`config.mk`:
```
export PLATFORM = sky130hd
export DESIGN_NAME = serial_command_parser_flat
export DESIGN_NICKNAME = d
export VERILOG_FILES = /design/src/sv/scp_pkg.sv /design/src/sv/scp_rx_if.sv /design/src/sv/scp_evt_if.sv /design/src/sv/scp_step.sv /design/src/sv/serial_command_parser.sv /design/src/flat_wrapper.sv
export SDC_FILE = /design/constraint.sdc
export NUM_CORES = 1
export LEC_CHECK = 0
export ABC_CLOCK_PERIOD_IN_PS = 3800
export BUFFER_PORTS_ARGS = -buffer_cell sky130_fd_sc_hd__buf_4
export CORE_UTILIZATION = 54
export DETAILED_ROUTE_END_ITERATION = 8
export PLACE_DENSITY = 0.82
export SLEW_MARGIN = 0
export SYNTH_ARGS = -nofsm -noshare
export SYNTH_HDL_FRONTEND = slang
export SYNTH_SLANG_ARGS = --single-unit
```
`constraint.sdc`:
```
create_clock -name clk -period 3.8 [get_ports clk]
set_input_delay 0.76 -clock clk [delete_from_list [all_inputs] [get_ports clk]]
set_output_delay 0.76 -clock clk [all_outputs]
set_load 0.02 [all_outputs]
```
`src/sv/scp_pkg.sv`:
```
package scp_pkg;

  localparam int OUT_NUM_W = 16;

  localparam logic [7:0] CH_ESC   = 8'h1B;
  localparam logic [7:0] CH_CR    = 8'h0D;
  localparam logic [7:0] CH_LF    = 8'h0A;
  localparam logic [7:0] CH_UP_S  = 8'h53;
  localparam logic [7:0] CH_LO_S  = 8'h73;
  localparam logic [7:0] CH_UP_L  = 8'h4C;
  localparam logic [7:0] CH_LO_L  = 8'h6C;
  localparam logic [7:0] CH_ZERO  = 8'h30;
  localparam logic [7:0] CH_NINE  = 8'h39;

  localparam logic EV_DONE    = 1'b0;
  localparam logic EV_BAD     = 1'b1;
  localparam logic CMD_STATUS = 1'b0;
  localparam logic CMD_LED    = 1'b1;

  typedef enum logic [4:0] {
    ST_IDLE  = 5'b00001,
    ST_WAIT1 = 5'b00010,
    ST_COLL1 = 5'b00100,
    ST_WAIT2 = 5'b01000,
    ST_COLL2 = 5'b10000
  } state_t;

  typedef struct packed {
    state_t state;
    logic   pending_cmd;
  } ctrl_t;

  typedef struct packed {
    logic                 emit;
    logic                 event_kind;
    logic                 cmd_code;
    logic [OUT_NUM_W-1:0] first_number;
    logic [OUT_NUM_W-1:0] second_number;
    logic [7:0]           bad_byte;
  } evt_t;

endpackage

```
`src/sv/scp_rx_if.sv`:
```
interface scp_rx_if;
  logic       valid;
  logic       ready;
  logic [7:0] rx_byte;

  modport source (output valid, output rx_byte, input ready);
  modport sink (input valid, input rx_byte, output ready);
endinterface

```
`src/sv/scp_evt_if.sv`:
```
interface scp_evt_if;
  logic                         valid;
  logic                         ready;
  logic                         event_kind;
  logic                         cmd_code;
  logic [scp_pkg::OUT_NUM_W-1:0] first_number;
  logic [scp_pkg::OUT_NUM_W-1:0] second_number;
  logic [7:0]                   bad_byte;

  modport source (output valid, output event_kind, output cmd_code, output first_number,
                  output second_number, output bad_byte, input ready);
  modport sink (input valid, input event_kind, input cmd_code, input first_number,
                input second_number, input bad_byte, output ready);
endinterface

```
`src/sv/scp_step.sv`:
```
module scp_step #(
  parameter int NUMBER_WIDTH = 16
) (
  input  logic [7:0]              rx_byte,
  input  scp_pkg::ctrl_t          ctrl,
  input  logic [NUMBER_WIDTH-1:0] acc_first,
  input  logic [NUMBER_WIDTH-1:0] acc_second,
  output scp_pkg::ctrl_t          ctrl_nxt,
  output logic [NUMBER_WIDTH-1:0] acc_first_nxt,
  output logic [NUMBER_WIDTH-1:0] acc_second_nxt,
  output scp_pkg::evt_t           evt
);

  localparam int PW = NUMBER_WIDTH + 4;

  // acc * 10 + d, clamped to all ones
  function automatic logic [NUMBER_WIDTH-1:0] push_digit(input logic [NUMBER_WIDTH-1:0] a,
                                                         input logic [3:0] d);
    logic [PW-1:0] v;
    v = (PW'(a) << 3) + (PW'(a) << 1) + PW'(d);
    if (|v[PW-1:NUMBER_WIDTH]) return '1;
    return v[NUMBER_WIDTH-1:0];
  endfunction

  logic       is_digit;
  logic       is_esc;
  logic [7:0] diff;
  logic [3:0] digit;
  logic [31:0] first_ext;
  logic [31:0] second_ext;

  assign is_esc    = (rx_byte == scp_pkg::CH_ESC);
  assign is_digit  = (rx_byte >= scp_pkg::CH_ZERO) && (rx_byte <= scp_pkg::CH_NINE);
  assign diff      = rx_byte - scp_pkg::CH_ZERO;
  assign digit     = diff[3:0];
  assign first_ext  = 32'(acc_first);
  assign second_ext = 32'(acc_second);

  always_comb begin
    ctrl_nxt       = ctrl;
    acc_first_nxt  = acc_first;
    acc_second_nxt = acc_second;
    evt            = '0;
    unique case (ctrl.state)
      scp_pkg::ST_WAIT1: begin
        if (is_esc) begin
          ctrl_nxt.state = scp_pkg::ST_IDLE;
        end else if (is_digit) begin
          acc_first_nxt  = NUMBER_WIDTH'(digit);
          ctrl_nxt.state = scp_pkg::ST_COLL1;
        end
      end
      scp_pkg::ST_COLL1: begin
        if (is_esc) begin
          ctrl_nxt.state = scp_pkg::ST_IDLE;
        end else if (is_digit) begin
          acc_first_nxt = push_digit(acc_first, digit);
        end else begin
          ctrl_nxt.state = scp_pkg::ST_WAIT2;
        end
      end
      scp_pkg::ST_WAIT2: begin
        if (is_esc) begin
          ctrl_nxt.state = scp_pkg::ST_IDLE;
        end else if (is_digit) begin
          acc_second_nxt = NUMBER_WIDTH'(digit);
          ctrl_nxt.state = scp_pkg::ST_COLL2;
        end
      end
      scp_pkg::ST_COLL2: begin
        if (is_esc) begin
          ctrl_nxt.state = scp_pkg::ST_IDLE;
        end else if (is_digit) begin
          acc_second_nxt = push_digit(acc_second, digit);
        end else begin
          // terminator completes the command
          ctrl_nxt.state    = scp_pkg::ST_IDLE;
          evt.emit          = 1'b1;
          evt.event_kind    = scp_pkg::EV_DONE;
          evt.cmd_code      = ctrl.pending_cmd;
          evt.first_number  = first_ext[scp_pkg::OUT_NUM_W-1:0];
          evt.second_number = second_ext[scp_pkg::OUT_NUM_W-1:0];
        end
      end
      default: begin
        // idle, and any stray code falls back here
        ctrl_nxt.state = scp_pkg::ST_IDLE;
        if (is_esc || rx_byte == scp_pkg::CH_CR || rx_byte == scp_pkg::CH_LF) begin
          ctrl_nxt.state = scp_pkg::ST_IDLE;
        end else if (rx_byte == scp_pkg::CH_UP_S || rx_byte == scp_pkg::CH_LO_S) begin
          ctrl_nxt.pending_cmd = scp_pkg::CMD_STATUS;
          ctrl_nxt.state       = scp_pkg::ST_COLL2;
        end else if (rx_byte == scp_pkg::CH_UP_L || rx_byte == scp_pkg::CH_LO_L) begin
          ctrl_nxt.pending_cmd = scp_pkg::CMD_LED;
          acc_second_nxt       = '0;
          ctrl_nxt.state       = scp_pkg::ST_WAIT1;
        end else begin
          evt.emit       = 1'b1;
          evt.event_kind = scp_pkg::EV_BAD;
          evt.bad_byte   = rx_byte;
        end
      end
    endcase
  end

endmodule

```
`src/sv/serial_command_parser.sv`:
```
// channel | dir | payload                                                  | handshake
// in_ch   | in  | rx_byte[7:0]                                             | valid/ready
// out_ch  | out | event_kind, cmd_code, first_number, second_number, bad_byte | valid/ready
//
// one byte per cycle sustained unless a result stalls; a byte is registered on entry and
// parsed when the parse step advances, any result it yields going into the result register
// rst_n is synchronous active low; it returns the parser to idle with both numbers zero
// a stalled result holds the parse step, which holds the input register; input stays
// open while the input register is empty or its byte moves on in the same cycle
module serial_command_parser #(
  parameter int NUMBER_WIDTH = 16
) (
  input  logic      clk,
  input  logic      rst_n,
  scp_rx_if.sink    in_ch,
  scp_evt_if.source out_ch
);

  logic [7:0]              byte_r;
  logic                    byte_vld_r;
  scp_pkg::ctrl_t          ctrl_r;
  scp_pkg::ctrl_t          ctrl_nxt;
  logic [NUMBER_WIDTH-1:0] acc_first_r;
  logic [NUMBER_WIDTH-1:0] acc_first_nxt;
  logic [NUMBER_WIDTH-1:0] acc_second_r;
  logic [NUMBER_WIDTH-1:0] acc_second_nxt;
  scp_pkg::evt_t           evt;
  scp_pkg::evt_t           out_r;
  logic                    out_vld_r;
  logic                    advance;

  assign advance     = byte_vld_r && (!out_vld_r || out_ch.ready);
  assign in_ch.ready = !byte_vld_r || advance;

  scp_step #(
    .NUMBER_WIDTH(NUMBER_WIDTH)
  ) u_step (
    .rx_byte        (byte_r),
    .ctrl           (ctrl_r),
    .acc_first      (acc_first_r),
    .acc_second     (acc_second_r),
    .ctrl_nxt       (ctrl_nxt),
    .acc_first_nxt  (acc_first_nxt),
    .acc_second_nxt (acc_second_nxt),
    .evt            (evt)
  );

  always_ff @(posedge clk) begin
    if (!rst_n) begin
      byte_vld_r   <= 1'b0;
      out_vld_r    <= 1'b0;
      ctrl_r       <= '{state: scp_pkg::ST_IDLE, pending_cmd: scp_pkg::CMD_STATUS};
      acc_first_r  <= '0;
      acc_second_r <= '0;
    end else begin
      if (in_ch.ready) begin
        byte_vld_r <= in_ch.valid;
      end
      // a new result replaces a drained one in the same cycle
      if (advance && evt.emit) begin
        out_vld_r <= 1'b1;
      end else if (out_ch.ready) begin
        out_vld_r <= 1'b0;
      end
      if (advance) begin
        ctrl_r       <= ctrl_nxt;
        acc_first_r  <= acc_first_nxt;
        acc_second_r <= acc_second_nxt;
      end
    end
  end

  // payload words, no reset
  always_ff @(posedge clk) begin
    if (in_ch.ready && in_ch.valid) begin
      byte_r <= in_ch.rx_byte;
    end
    if (advance && evt.emit) begin
      out_r <= evt;
    end
  end

  assign out_ch.valid         = out_vld_r;
  assign out_ch.event_kind    = out_r.event_kind;
  assign out_ch.cmd_code      = out_r.cmd_code;
  assign out_ch.first_number  = out_r.first_number;
  assign out_ch.second_number = out_r.second_number;
  assign out_ch.bad_byte      = out_r.bad_byte;

  a_rise_from_byte: assert property (@(posedge clk) disable iff (!rst_n)
    $rose(out_vld_r) |-> $past(byte_vld_r))
    else $error("result appeared with no byte in the parse stage");

  a_bad_clean: assert property (@(posedge clk) disable iff (!rst_n)
    out_vld_r && out_r.event_kind == scp_pkg::EV_BAD |->
      out_r.first_number == '0 && out_r.second_number == '0 &&
      out_r.cmd_code == scp_pkg::CMD_STATUS)
    else $error("unrecognised byte word carries command fields");

  a_done_clean: assert property (@(posedge clk) disable iff (!rst_n)
    out_vld_r && out_r.event_kind == scp_pkg::EV_DONE |-> out_r.bad_byte == 8'h00)
    else $error("completed command word carries a bad byte");

  a_esc_idle: assert property (@(posedge clk) disable iff (!rst_n)
    advance && byte_r == scp_pkg::CH_ESC |=> ctrl_r.state == scp_pkg::ST_IDLE)
    else $error("escape did not return the parser to idle");

  a_emit_idle: assert property (@(posedge clk) disable iff (!rst_n)
    advance && evt.emit |=> ctrl_r.state == scp_pkg::ST_IDLE)
    else $error("parser left idle after emitting a result");

endmodule
```
`src/flat_wrapper.sv`:
```
// flat-port wrapper written by rule: the top's interface ports become plain ports
module serial_command_parser_flat 
#(
  parameter int NUMBER_WIDTH = 16
)
  (clk, rst_n, in_ch_valid, in_ch_rx_byte, in_ch_ready, out_ch_valid, out_ch_event_kind, out_ch_cmd_code, out_ch_first_number, out_ch_second_number, out_ch_bad_byte, out_ch_ready);
  scp_rx_if in_ch_i ();
  scp_evt_if out_ch_i ();
  input  logic clk;
  input  logic rst_n;
  input wire logic [$bits(in_ch_i.valid)-1:0] in_ch_valid;
  input wire logic [$bits(in_ch_i.rx_byte)-1:0] in_ch_rx_byte;
  output wire logic [$bits(in_ch_i.ready)-1:0] in_ch_ready;
  output wire logic [$bits(out_ch_i.valid)-1:0] out_ch_valid;
  output wire logic [$bits(out_ch_i.event_kind)-1:0] out_ch_event_kind;
  output wire logic [$bits(out_ch_i.cmd_code)-1:0] out_ch_cmd_code;
  output wire logic [$bits(out_ch_i.first_number)-1:0] out_ch_first_number;
  output wire logic [$bits(out_ch_i.second_number)-1:0] out_ch_second_number;
  output wire logic [$bits(out_ch_i.bad_byte)-1:0] out_ch_bad_byte;
  input wire logic [$bits(out_ch_i.ready)-1:0] out_ch_ready;
  assign in_ch_i.valid = in_ch_valid;
  assign in_ch_i.rx_byte = in_ch_rx_byte;
  assign in_ch_ready = in_ch_i.ready;
  assign out_ch_valid = out_ch_i.valid;
  assign out_ch_event_kind = out_ch_i.event_kind;
  assign out_ch_cmd_code = out_ch_i.cmd_code;
  assign out_ch_first_number = out_ch_i.first_number;
  assign out_ch_second_number = out_ch_i.second_number;
  assign out_ch_bad_byte = out_ch_i.bad_byte;
  assign out_ch_i.ready = out_ch_ready;
  serial_command_parser #(.NUMBER_WIDTH(NUMBER_WIDTH)) u_core (.clk(clk), .rst_n(rst_n), .in_ch(in_ch_i), .out_ch(out_ch_i));
endmodule
```
======== Yosys cells after proc, flatten, opt, wreduce, memory -nomap -nowiden ========
Index checks and enable logic that the tools add are counted.
storage, ports and cells
  flip-flop bits (word level) ............. 90
  bits of input ports ..................... 12
  output and inout port bits .............. 44
cells by class
  mux-type cells .......................... 43
  add/sub/neg operators ................... 5
  bitwise gates (word level) .............. 4
  reduce and logical (&&, ||, !) cells .... 27
  eq/ne operators ......................... 25
  magnitude comparators ................... 2
operators by type and width
  operator              count
  $mux W16              13
  $mux W35              2
  $pmux W16 S3          1
  $mux W5               9
  $add A19 B17 Y20      2
  $add A20 B4 Y20       2
  $eq A8 B7 Y1 const B  4
  $pmux W16 S2          1
  $pmux W5 S4           1
  $eq A8 B4 Y1 const B  2
  $ne A2 B2 Y1 const B  8
  $ne A3 B3 Y1 const B  4
  $reduce_or A4 Y1      3
  $mux W1               10
  $reduce_and A9 Y1     1
  $eq A8 B5 Y1 const B  1
  $ge A8 B6 Y1 const B  1
  $le A8 B6 Y1 const B  1
  $reduce_or A7 Y1      1
  $logic_or A1 B1 Y1    6
  $mux W2               3
  $mux W6               1
  $ne A3 B1 Y1 const B  2
  $reduce_and A6 Y1     1
  other kinds (16)      26

======== Longest topological paths before layout ========
Gate-level depths: netlist (run 1).
  depth in word-level cells ............... 11
  gate-level depth with buffers ........... 14
  gate-level depth less buffers ........... 12

======== Cells and area by module ========
A second synthesis (run 1) with hierarchy kept.
unflattened totals
  cell total of the unflattened synthesis .. 682
  area total of the unflattened synthesis .. 6,343.6 um^2
modules (own cells, without submodules)
  module                 seq. area each (um^2)  cells each  times used  area an instance (um^2)
  scp_step               0.0                    454         1           3,186.8
  serial_command_parser  2,302.2                228         1           3,156.8

======== Least setup slack after synthesis (run 1) ========
OpenSTA, ideal clock, no wires.
  path type ............................... reg2reg
  start point ............................. register u_core.ctrl_r[1] (netlist bit)
  end point ............................... register u_core.out_r, in the netlist u_core.out_ch.bad_byte[0] (enable)
  buffers on the path ..................... 0
  arrival ................................. 3,156 ps
  period minus slack after synthesis ...... 3,599 ps
  library setup time ...................... 443 ps
  slack ................................... 201 ps
  stages on the path, launching flop included .. 7
  cells stage by stage .................... dfxtp_1 > or3_4 > nor3b_4 > nand2_1 > nor2_1 > nor2_1 > nor2_1
between the ends
  longest elaborated chain between the ends .. 4
  elaborated cells on any way between the ends .. 7
  classes of those cells .................. eq/ne (4); mux (1); reduce/logical (2)
ends and longest elaborated chain
  what                                        line                         RTL
  start: declaration                          serial_command_parser.sv:21  scp_pkg::ctrl_t ctrl_r;
  start signal: assignment                    serial_command_parser.sv:52  ctrl_r <= '{state: scp_pkg::ST_IDLE, pending_cmd: scp_pkg::CMD_STATUS};
  start signal: assignment                    serial_command_parser.sv:66  ctrl_r <= ctrl_nxt;
  $eq A5 B4 Y1, or another cell as far along  scp_step.sv:44               unique case (ctrl.state)
  $reduce_or A3 Y1 (no source line)           --
  $pmux W2 S2 *                               scp_step.sv:44
  $logic_and A1 B1 Y1 *                       serial_command_parser.sv:78  if (advance && evt.emit) begin
  end signal: assignment                      serial_command_parser.sv:79  out_r <= evt;
  end: declaration                            serial_command_parser.sv:28  scp_pkg::evt_t out_r;
Every way passes the cells marked *; elsewhere a longest branch is shown, timed or not.
A chain may end at the register's enable or synchronous reset.

======== Final worst setup path (run 1) ========
  start point ............................. register u_core.byte_r[3]
  end point ............................... register u_core.acc_second_r[3]
between the ends
  longest elaborated chain between the ends .. 11
  elaborated cells on any way between the ends .. 35
  classes of those cells .................. add/sub (2); order compare (2); eq/ne (13); mux (10); reduce/logical (8)
ends and longest elaborated chain
  what                      line                         RTL
  start: declaration        serial_command_parser.sv:19  logic [7:0] byte_r;
  start signal: assignment  serial_command_parser.sv:76  byte_r <= in_ch.rx_byte;
  $sub A4 B1 Y4             scp_step.sv:34               assign diff = rx_byte - scp_pkg::CH_ZERO;
  $add A20 B4 Y20           scp_step.sv:20               v = (PW'(a) << 3) + (PW'(a) << 1) + PW'(d);
  $reduce_or A4 Y1          scp_step.sv:21               if (|v[PW-1:NUMBER_WIDTH]) return '1;
  $mux W1                   scp_step.sv:21
  $mux W1                   scp_step.sv:73               end else if (is_digit) begin
  $mux W1                   scp_step.sv:71               if (is_esc) begin
  $mux W1                   scp_step.sv:44
  $mux W16                  scp_step.sv:22               return v[NUMBER_WIDTH-1:0];
  $mux W16                  scp_step.sv:73
  $mux W16                  scp_step.sv:71
  $pmux W16 S3              scp_step.sv:44
  end signal: assignment    serial_command_parser.sv:68  acc_second_r <= acc_second_nxt;
  end: declaration          serial_command_parser.sv:25  logic [NUMBER_WIDTH-1:0] acc_second_r;
Several ways; a longest one is shown, not always the timed one. The select of a mux whose other input is x is not followed.

==> qor.csv, run 1 <==
metric;value;unit
status;finished, final reports clean;
synthTopCellsByArea;edfxtp_1 (26%), dfxtp_1 (14%), ha_1 (14%), and2_1 (4.7%), a21oi_1 (3.8%);
cts_resized;0;
path_buf_inv;1;
r2r_end;u_core.acc_second_r[3]$_SDFFE_PN0P_;
syn2layout_area_growth;13.7;%
finalCriticalPeriod;3.42;ns
power.density;298;mW/mm²
hold_viol_final;0;
die_h;105;µm
netlist_area;0.00568;mm²
p_clk_share;38.0;%
synth_top_area_share;26.4;%
synth_ff_type;edfxtp_1;
overflow;0;
final.setup.tns;0;ns
worstHoldPathType;reg2reg;
start_util;55.3;%
criticalPathCategory;reg2reg;
tightest_slew;0.967;ns
rows;37;
power_leakage;2.77;nW
cts_root_buffer;clkbuf_8;
rsz0062_at_grt;no;
crit_family;adder cells;
wl_per_cell;16.5;µm
dp_hpwl;9350;µm
viasPerCell;6.11;
syn_nets;643;
drt-total-wl;12600;µm
p_int;1.48;mW
drv_cap;0;
crit_top_cell;fa_1;
max_stage_delay;0.54;ns
grt_pass1_wl;21300;µm
place_congestion;0.934;
cp_cell_sequence;fa_1, inv_1, fa_1, nor2b_1, o2111ai_2, a21oi_1, or2_1, o21a_1, mux2i_1, and3_2, a41oi_1;
die_w;105;µm
fin_skew;0.0126;ns
cts_hold_buf;0;
whs;0.487;ns
setup_violations;0;
yosysSeqAreaShare;40.5;%
synth-edff-count;50;
yosysUniqueCellTypes;72;
pin_count;56;
path_clk_slew;0.09;ns
p_comb_share;6.6;%
drive_above_1_share;16.7;%
dieArea;0.0109;mm²
period_share;90.1;%
ys_warn_count;0;
critPathRequiredTime;4.05;ns
crit_slowest_cell;fa_1;
worstRegToRegCells;11;
switching_share;23.1;%
grt_max_degree;36;
yosysMostFrequentCell;ha_1;
post_cts_buffers;0;
end_kind;register;
crit_fanout;14;
numCtsBuffers;9;
syn_avg_cell_area;10.1;µm²
ant_nets;0;
start_kind;register;
antenna_found_initial;0;
crit_cells;11;
critPathArrivalTime;3.67;ns
ys_ff_latch;90;
grtUsageTotal;23.9;%
tritoncts;done;
antenna_cells;0;
synthCells;565;
clock.fmax;0.292;GHz
htreeDepth;3;
synthArstFlopShare;0;%
route.vias.total;4664;
cts_max_path_buffers;2;
p_sw;0.446;mW
coreArea;0.0103;mm²
grt_pass1_vias;4511;
drtIter0Drc;257;
drcViolationCount;0;
drv_slew;0;
slew-limit-headroom;35.0;%
crit_path_start;u_core.byte_r[3]$_DFFE_PP_;
yosys-top-cells-count;ha_1 (62), edfxtp_1 (50), a21oi_1 (43), and2_1 (43), dfxtp_1 (40);
seqPwrFrac;55.4;%
yosysTopAreaCell;edfxtp_1;
vdd_drop_max;229;µV
r2r_setup_slack;0.38;ns
io_buffers;55;
cp-endpoint;u_core.acc_second_r[3]$_SDFFE_PN0P_;
r2r-start;u_core.byte_r[3]$_DFFE_PP_;
cts_sinks;90;
clock_latency;0.37;ns
nets;700;
drt_pre_antenna_iters;5;
==> tightest hold or removal path, delay by kind of cell (launching register included) <==
kind | cells | cell delay (ns)
compound gates | 2 | 0.13
flops | 1 | 0.31
==> how the worst min path moves through the flow <==
stage | depth (start not counted) | slack (ns) | to | startpoint
2_1_floorplan | 2 | 0.45 | u_core.ctrl_r[0]$_SDFFE_PN0P_ | u_core.ctrl_r[0]$_SDFFE_PN0P_
3_3_place_gp | 2 | 0.46 | u_core.ctrl_r[0]$_SDFFE_PN0P_ | u_core.ctrl_r[0]$_SDFFE_PN0P_
3_5_place_dp | 2 | 0.47 | u_core.ctrl_r[0]$_SDFFE_PN0P_ | u_core.ctrl_r[0]$_SDFFE_PN0P_
4_1_cts | 2 | 0.49 | u_core.ctrl_r[0]$_SDFFE_PN0P_ | u_core.ctrl_r[0]$_SDFFE_PN0P_
5_1_grt | 2 | 0.52 | u_core.ctrl_r[0]$_SDFFE_PN0P_ | u_core.ctrl_r[0]$_SDFFE_PN0P_
6_report | 2 | 0.49 | u_core.ctrl_r[0]$_SDFFE_PN0P_ | u_core.ctrl_r[0]$_SDFFE_PN0P_
==> flip-flops by register name, indices dropped and copies added (netlist names) <==
register                     count
u_core.out_ch.cmd_code           1
u_core.out_ch.event_kind         1
u_core.byte_r                    8
u_core.out_ch.first_number      16
u_core.out_ch.valid              1
u_core.out_ch.bad_byte           8
u_core.byte_vld_r                1
u_core.acc_second_r             16
u_core.acc_first_r              16
u_core.ctrl_r                    6
u_core.out_ch.second_number     16
==> metal layers <==
metal	part of all wire (%)	up-vias	global-route usage [%]	routed length, µm
li1	-	2251	-	-
met1	44	2205	30.6	5480
met2	48	181	41.0	6070
met3	5.8	27	3.24	729
met4	2.3	0	9.36	283
met5	0	-	0	0
==> cell families after synthesis <==
kind of cell,share of synthesized area [%]
AOI/OAI and AO/OA,21.2
xor gates and xnor gates,3.24
adders and majority gates,15.1
buffers and inverters,2.29
DFF,40.5
muxes,0.704
and+or+nand+nor,17.0
==> power by group through the flow <==
stage	Combinational [mW]	Sequential [mW]	Clock, mW
floorplan	0.0477	1.11	0
CTS	0.128	1.07	0.745
global route	0.137	1.07	0.776
finish	0.127	1.07	0.732
global placement	0.125	1.09	0
detailed placement	0.127	1.09	0
==> placed cells by master, fill, tap and decap left out, types with 13 or more instances in the layout <==
master | synthesis | routed
xnor2_1 | 13 | 13
a21oi_1 | 43 | 43
nor3_1 | 13 | 13
ha_1 | 62 | 62
edfxtp_1 | 50 | 50
nor2_1 | 36 | 35
and2_1 | 43 | 43
buf_4 | 1 | 62
o21ai_0 | 29 | 29
a22oi_1 | 13 | 13
nand2_1 | 33 | 33
dfxtp_1 | 40 | 40
==> area by class of cell <==
cell class | instances | area (µm²)
fillers | 863 | 3810
multi-input cells | 448 | 3260
flip-flops and latches | 90 | 2300
repair buffers | 62 | 465
well taps | 136 | 170
clock buffers | 10 | 128
clock inverters | 6 | 95.1
inverters | 11 | 41.3
==> metrics by stage <==
| step | std cells | worst slack, ns | total power [mW] | util [%] | instance area [µm²] |
|---|---|---|---|---|---|
| finish | 763 | 0.378 | 1.93 | 62.9 | 6460 |
| global route | 763 | 0.186 | 1.98 | 62.9 | 6460 |
| CTS | 763 | 0.270 | 1.94 | 62.9 | 6460 |
| detailed placement | 747 | 0.318 | 1.22 | 60.7 | 6240 |
| global placement | 747 | 0.417 | 1.21 | 60.7 | 6240 |
| floorplan | 565 | 0.201 | 1.16 | - | 5680 |
Power figures use the tool's default switching activity.
==> run 2, diff against run 1 <==
- CORE_ASPECT_RATIO: not set -> 1.1
==> run 2 against run 1 <==
First-iteration DRC count down 14%. Clock power is 13% lower. Register-to-register slack got worse by 0.12 ns. Via count fell by 0.24%. Critical endpoint is now u_core.acc_first_r[10]$_SDFFE_PN0P_. Wire length is 2.0% higher. Count of clock-buffer cells in the layout grew 1.
==> qor.csv, run 2 (same netlist as run 1, synthesis figures left out) <==
metric;value;unit
cts_max_path_buffers;2;
die_w;99.8;µm
post_cts_buffers;0;
clock.fmax;0.283;GHz
clock_latency;0.36;ns
antenna_found_initial;0;
drive_above_1_share;16.6;%
dieArea;0.0109;mm²
wl_per_cell;16.7;µm
io_buffers;55;
rows;38;
power.density;286;mW/mm²
drv_cap;0;
cts_sinks;90;
ant_nets;0;
criticalPathCategory;reg2reg;
coreArea;0.0100;mm²
wirelength_met1;5450;µm
period_share;93.1;%
overflow;0;
power_leakage;2.76;nW
start_util;56.7;%
tightest_slew;0.925;ns
pin_count;56;
drcViolationCount;0;
drv_slew;0;
numCtsBuffers;9;
design_area;0.00644;mm²
crit_family;compound AO/OA/AOI/OAI gates;
max_stage_delay;0.51;ns
drt-total-wl;12800;µm
die_h;110;µm
crit_fanout;16;
setup_violations;0;
dp_hpwl;9500;µm
dr_wl_met2;6220;µm
place_congestion;0.912;
drt_pre_antenna_iters;5;
crit_path_start;u_core.byte_r[3]$_DFFE_PP_;
r2r-start;u_core.byte_r[3]$_DFFE_PP_;
place_area;0.00625;mm²
antenna_cells;0;
top_layer;met4;
layout_commonest_cell;ha_1;
grt_max_degree;34;
rsz0062_at_grt;no;
start_kind;register;
critPathArrivalTime;3.75;ns
status;finished, final reports clean;
vdd_drop_max;212;µV
final_cell_mix;ha_1 (62), buf_4 (60), edfxtp_1 (50);
fin_skew;0.00984;ns
path_clk_slew;0.09;ns
grt_pass1_vias;4575;
viasPerCell;6.07;
path_buf_inv;2;
slew-limit-headroom;37.8;%
htreeDepth;3;
fillers;826;
critPathRequiredTime;4.02;ns
cts_hold_buf;0;
hold_viol_final;0;
crit_slowest_cell;fa_1;
syn2layout_area_growth;13.4;%
worstHoldPathType;reg2reg;
r2r_setup_slack;0.26;ns
grtUsageTotal;24.8;%
cp_cell_sequence;buf_4, fa_1, fa_1, a211oi_2, o21ai_1, a31o_2, nand3_1, o21ai_1, or2_2, a211oi_2, buf_4, a31oi_1;
grt_pass1_wl;21300;µm
end_kind;register;
dr_wl_met3;768;µm
route.vias.total;4653;
finalCriticalPeriod;3.54;ns
cts_root_buffer;clkbuf_8;
hold_start;u_core.ctrl_r[0]$_SDFFE_PN0P_;
nets;699;
cts_resized;0;
tritoncts;done;
final.setup.tns;0;ns
drtIter0Drc;222;
## run 2: cell count changes in the layout (fill, tap and decap cells not counted)
cell,previous run,this run
and3_2,1,0
and3_1,2,3
clkbuf_8,9,11
buf_4,62,60
bufinv_16,2,0
clkinv_4,1,3
buf_12,0,1
clkbuf_1,1,0
inv_6,3,2
## run 2: routing by layer
layer  up-vias  global-route usage [%]
li1       2249                       -
met1      2190                    29.7
met2       182                    43.3
met3        32                    4.39
met4         0                    11.9
met5         -                       0
## run 2: cell type report
class / count / area, µm² / share of cell area [%]
Multi-Input combinational cell: 448 / 3260 / 50.6
Timing Repair Buffer: 61 / 470 / 7.30
Clock buffer: 11 / 151 / 2.35
Tap cell: 140 / 175 / 2.72
Inverter: 11 / 41.3 / 0.641
Clock inverter: 5 / 43.8 / 0.680
Sequential cell: 90 / 2300 / 35.7
## run 2: worst register-to-register path, stage by stage, from the launching register on
cell	delay [ns]
edfxtp_1	0.43
buf_4	0.19
fa_1	0.50
fa_1	0.51
a211oi_2	0.31
o21ai_1	0.13
a31o_2	0.28
nand3_1	0.08
o21ai_1	0.08
or2_2	0.31
a211oi_2	0.21
buf_4	0.25
a31oi_1	0.12
## run 2: report_power, final
group	leakage [nW]	switching [mW]	total (mW)	internal, mW
combinational	1.86	0.0791	0.130	0.0513
sequential	0.802	0.0160	1.07	1.05
clock	0.101	0.359	0.640	0.282
## run 2: final timing paths
check                                         to  cells past startpoint
max          u_core.acc_first_r[10]$_SDFFE_PN0P_                     12
min                u_core.ctrl_r[0]$_SDFFE_PN0P_                      2
min reg2reg        u_core.ctrl_r[0]$_SDFFE_PN0P_                      2
max reg2reg  u_core.acc_first_r[10]$_SDFFE_PN0P_                     12
## run 2: per-stage QoR
step           hold slack (ns)  power, mW  utilization [%]  instances  setup WS (ns)
2_1_floorplan            0.449       1.16                -        565          0.201
3_3_place_gp             0.463       1.22             62.3        750          0.418
3_5_place_dp             0.486       1.22             62.3        750          0.303
4_1_cts                  0.508       1.85             64.2        766          0.274
5_1_grt                  0.530       1.90             64.2        766         0.0235
6_report                 0.496       1.84             64.2        766          0.261
==> run 3, diff against run 2 <==
- ABC_AREA: not set -> 1
- CORE_MARGIN: not set -> 2
- CORE_UTILIZATION: 54 -> 56
- PLACE_DENSITY: 0.82 -> 0.83
- SYNTH_HIERARCHICAL: not set -> 1
==> run 3 against run 2 <==
Power rose by 46%. Highest routed layer unchanged. Cell count rose by 66%. Sequential power rose by 7%. Critical path depth rose by 6. Largest power group unchanged. Worst hold slack got worse by 0.0091 ns. Register-to-register slack improved by 0.14 ns. Count of clock-buffer cells in the layout fell by 1. Utilization fell by 1.6 points. Clock skew fell by 0.0021 ns. Die area rose by 29%. Via count rose by 48%. Critical endpoint is now u_core/acc_first_r[12]$_SDFFE_PN0P_.
==> qor.csv, run 3 <==
metric;value;unit
post_cts_buffers;0;
cts_sinks;90;
antenna_found_initial;0;
synthCells;1070;
drtIter0Drc;495;
syn2layout_area_growth;10.7;%
tritoncts;done;
setup_violations;0;
synthArstFlopShare;0;%
yosysTopAreaCell;edfxtp_1;
path_clk_slew;0.07;ns
p_int;1.84;mW
coreArea;0.0130;mm²
start_util;56.6;%
rsz0062_at_grt;no;
io_buffers;55;
place_area;0.00786;mm²
viasPerCell;5.40;
fillers;1204;
synth_ff_type;edfxtp_1;
p_sw;0.842;mW
layout_commonest_cell;nand2_1;
drv_cap;0;
clock_latency;0.35;ns
cts_hold_buf;0;
final_cell_mix;nand2_1 (272), inv_1 (171), nor2_1 (119);
yosysMostFrequentCell;nand2_1;
drive_above_1_share;11.8;%
max_stage_delay;0.59;ns
synth_top_area_share;20.3;%
ys_warn_count;6;
design_area;0.00817;mm²
die_w;113;µm
tightest_slew;0.952;ns
route.vias.total;6878;
drcViolationCount;0;
ys_ff_latch;90;
p_comb_share;22.3;%
crit_fanout;13;
numCtsBuffers;9;
end_kind;register;
worstHoldPathType;reg2reg;
cts_resized;0;
drt-total-wl;17100;µm
dieArea;0.0141;mm²
switching_share;31.4;%
grtUsageTotal;24.5;%
wl_per_cell;13.5;µm
status;finished, final reports clean;
period_share;89.5;%
power.density;328;mW/mm²
rows;44;
cts_root_buffer;clkbuf_16;
r2r_setup_slack;0.40;ns
grt_max_degree;77;
yosys-top-cells-count;nand2_1 (272), inv_1 (171), nor2_1 (120);
place_congestion;0.926;
grt_pass1_wl;28400;µm
dp_hpwl;12100;µm
critPathArrivalTime;3.64;ns
die_h;124;µm
final.setup.tns;0;ns
worst_slack;0.401;ns
fin_util;62.6;%
yosysSeqAreaShare;31.2;%
dpl_worst_slack;0.429;ns
cp_cell_sequence;fa_1, fa_1, nand3_1, nand2_1, nand2_1, nand2_1, nand2_1, nand2_1, nand2_1, nand2_1, nor2_2, nand2_2, o21ai_0, o21ai_0, inv_1, nand3_1, nand2_1, nor2_1;
htreeDepth;3;
netlist_area;0.00738;mm²
ant_nets;0;
synthTopCellsByArea;edfxtp_1 (20%), nand2_1 (14%), dfxtp_1 (11%), ha_1 (11%), inv_1 (8.7%);
criticalPathCategory;reg2reg;
crit_slowest_cell;fa_1;
syn_nets;1148;
antenna_cells;0;
power_leakage;4.12;nW
p_clk_share;35.1;%
start_kind;register;
nets;1186;
yosysUniqueCellTypes;49;
vdd_drop_max;318;µV
synth-edff-count;50;
fin_skew;0.00772;ns
pin_count;56;
seqPwrFrac;42.6;%
drv_slew;0;
drt_pre_antenna_iters;4;
slew-limit-headroom;36.2;%
cts_max_path_buffers;2;
hold_viol_final;0;
finalCriticalPeriod;3.40;ns
clock.fmax;0.294;GHz
overflow;0;
crit_top_cell;nand2_1;
syn_avg_cell_area;6.90;µm²
critPathRequiredTime;4.04;ns
grt_pass1_vias;6243;
-- run 3: logic make-up after synthesis --
kind of cell / Yosys count / share of synthesized area [%]
AND/OR/NAND/NOR: 538 / 32.4
buffers and inverters: 216 / 12.1
AO/OA/AOI/OAI: 138 / 10.1
flip-flops: 90 / 31.2
adder cells (fa/ha/maj): 66 / 11.6
XOR/XNOR: 22 / 2.61
-- run 3: area by class of cell --
type	instances	area, µm²	share of cell area, %
clock buffers	10	239	2.93
well taps	161	201	2.47
flip-flops and latches	90	2300	28.2
multi-input cells	764	4200	51.4
inverters	181	679	8.32
repair buffers	62	478	5.85
clock inverters	6	72.6	0.888
-- run 3: path summary, 6_finish.rpt --
check | start | cells past startpoint | end
hold reg to reg | u_core/ctrl_r[0]$_SDFFE_PN0P_ | 2 | u_core/ctrl_r[0]$_SDFFE_PN0P_
setup reg to reg | u_core/byte_r[3]$_DFFE_PP_ | 18 | u_core/acc_first_r[12]$_SDFFE_PN0P_
setup / recovery | u_core/byte_r[3]$_DFFE_PP_ | 18 | u_core/acc_first_r[12]$_SDFFE_PN0P_
hold / removal | u_core/ctrl_r[0]$_SDFFE_PN0P_ | 2 | u_core/ctrl_r[0]$_SDFFE_PN0P_
-- run 3: metal layers --
| layer | up-vias | wire [µm] | global-route usage [%] |
|---|---|---|---|
| li1 | 3504 | - | - |
| met1 | 3118 | 7640 | 32.4 |
| met2 | 224 | 8050 | 39.6 |
| met3 | 32 | 1030 | 4.18 |
| met4 | 0 | 410 | 9.76 |
| met5 | - | 0 | 0 |
-- run 3: power groups by stage --
stage	logic [mW]	registers [mW]	clock network, mW
detailed placement	0.590	1.16	0
global placement	0.578	1.16	0
finish	0.598	1.14	0.941
global route	0.672	1.15	0.998
floorplan	0.435	1.18	0
CTS	0.595	1.14	0.960
-- run 3: stage by stage --
step	total power, mW	hold slack (ns)	instances
floorplan	1.61	0.452	1070
global placement	1.74	0.466	1258
detailed placement	1.75	0.470	1258
CTS	2.70	0.487	1274
global route	2.82	0.513	1274
finish	2.68	0.487	1274
-- run 3: worst max-delay path: cells and delay by family, from the launching register on --
family          cells  cell delay (ns)
compound gates      2             0.36
buf+inv             1             0.08
simple gates       13             1.22
fa+ha+maj           2             1.06
flops               1             0.56
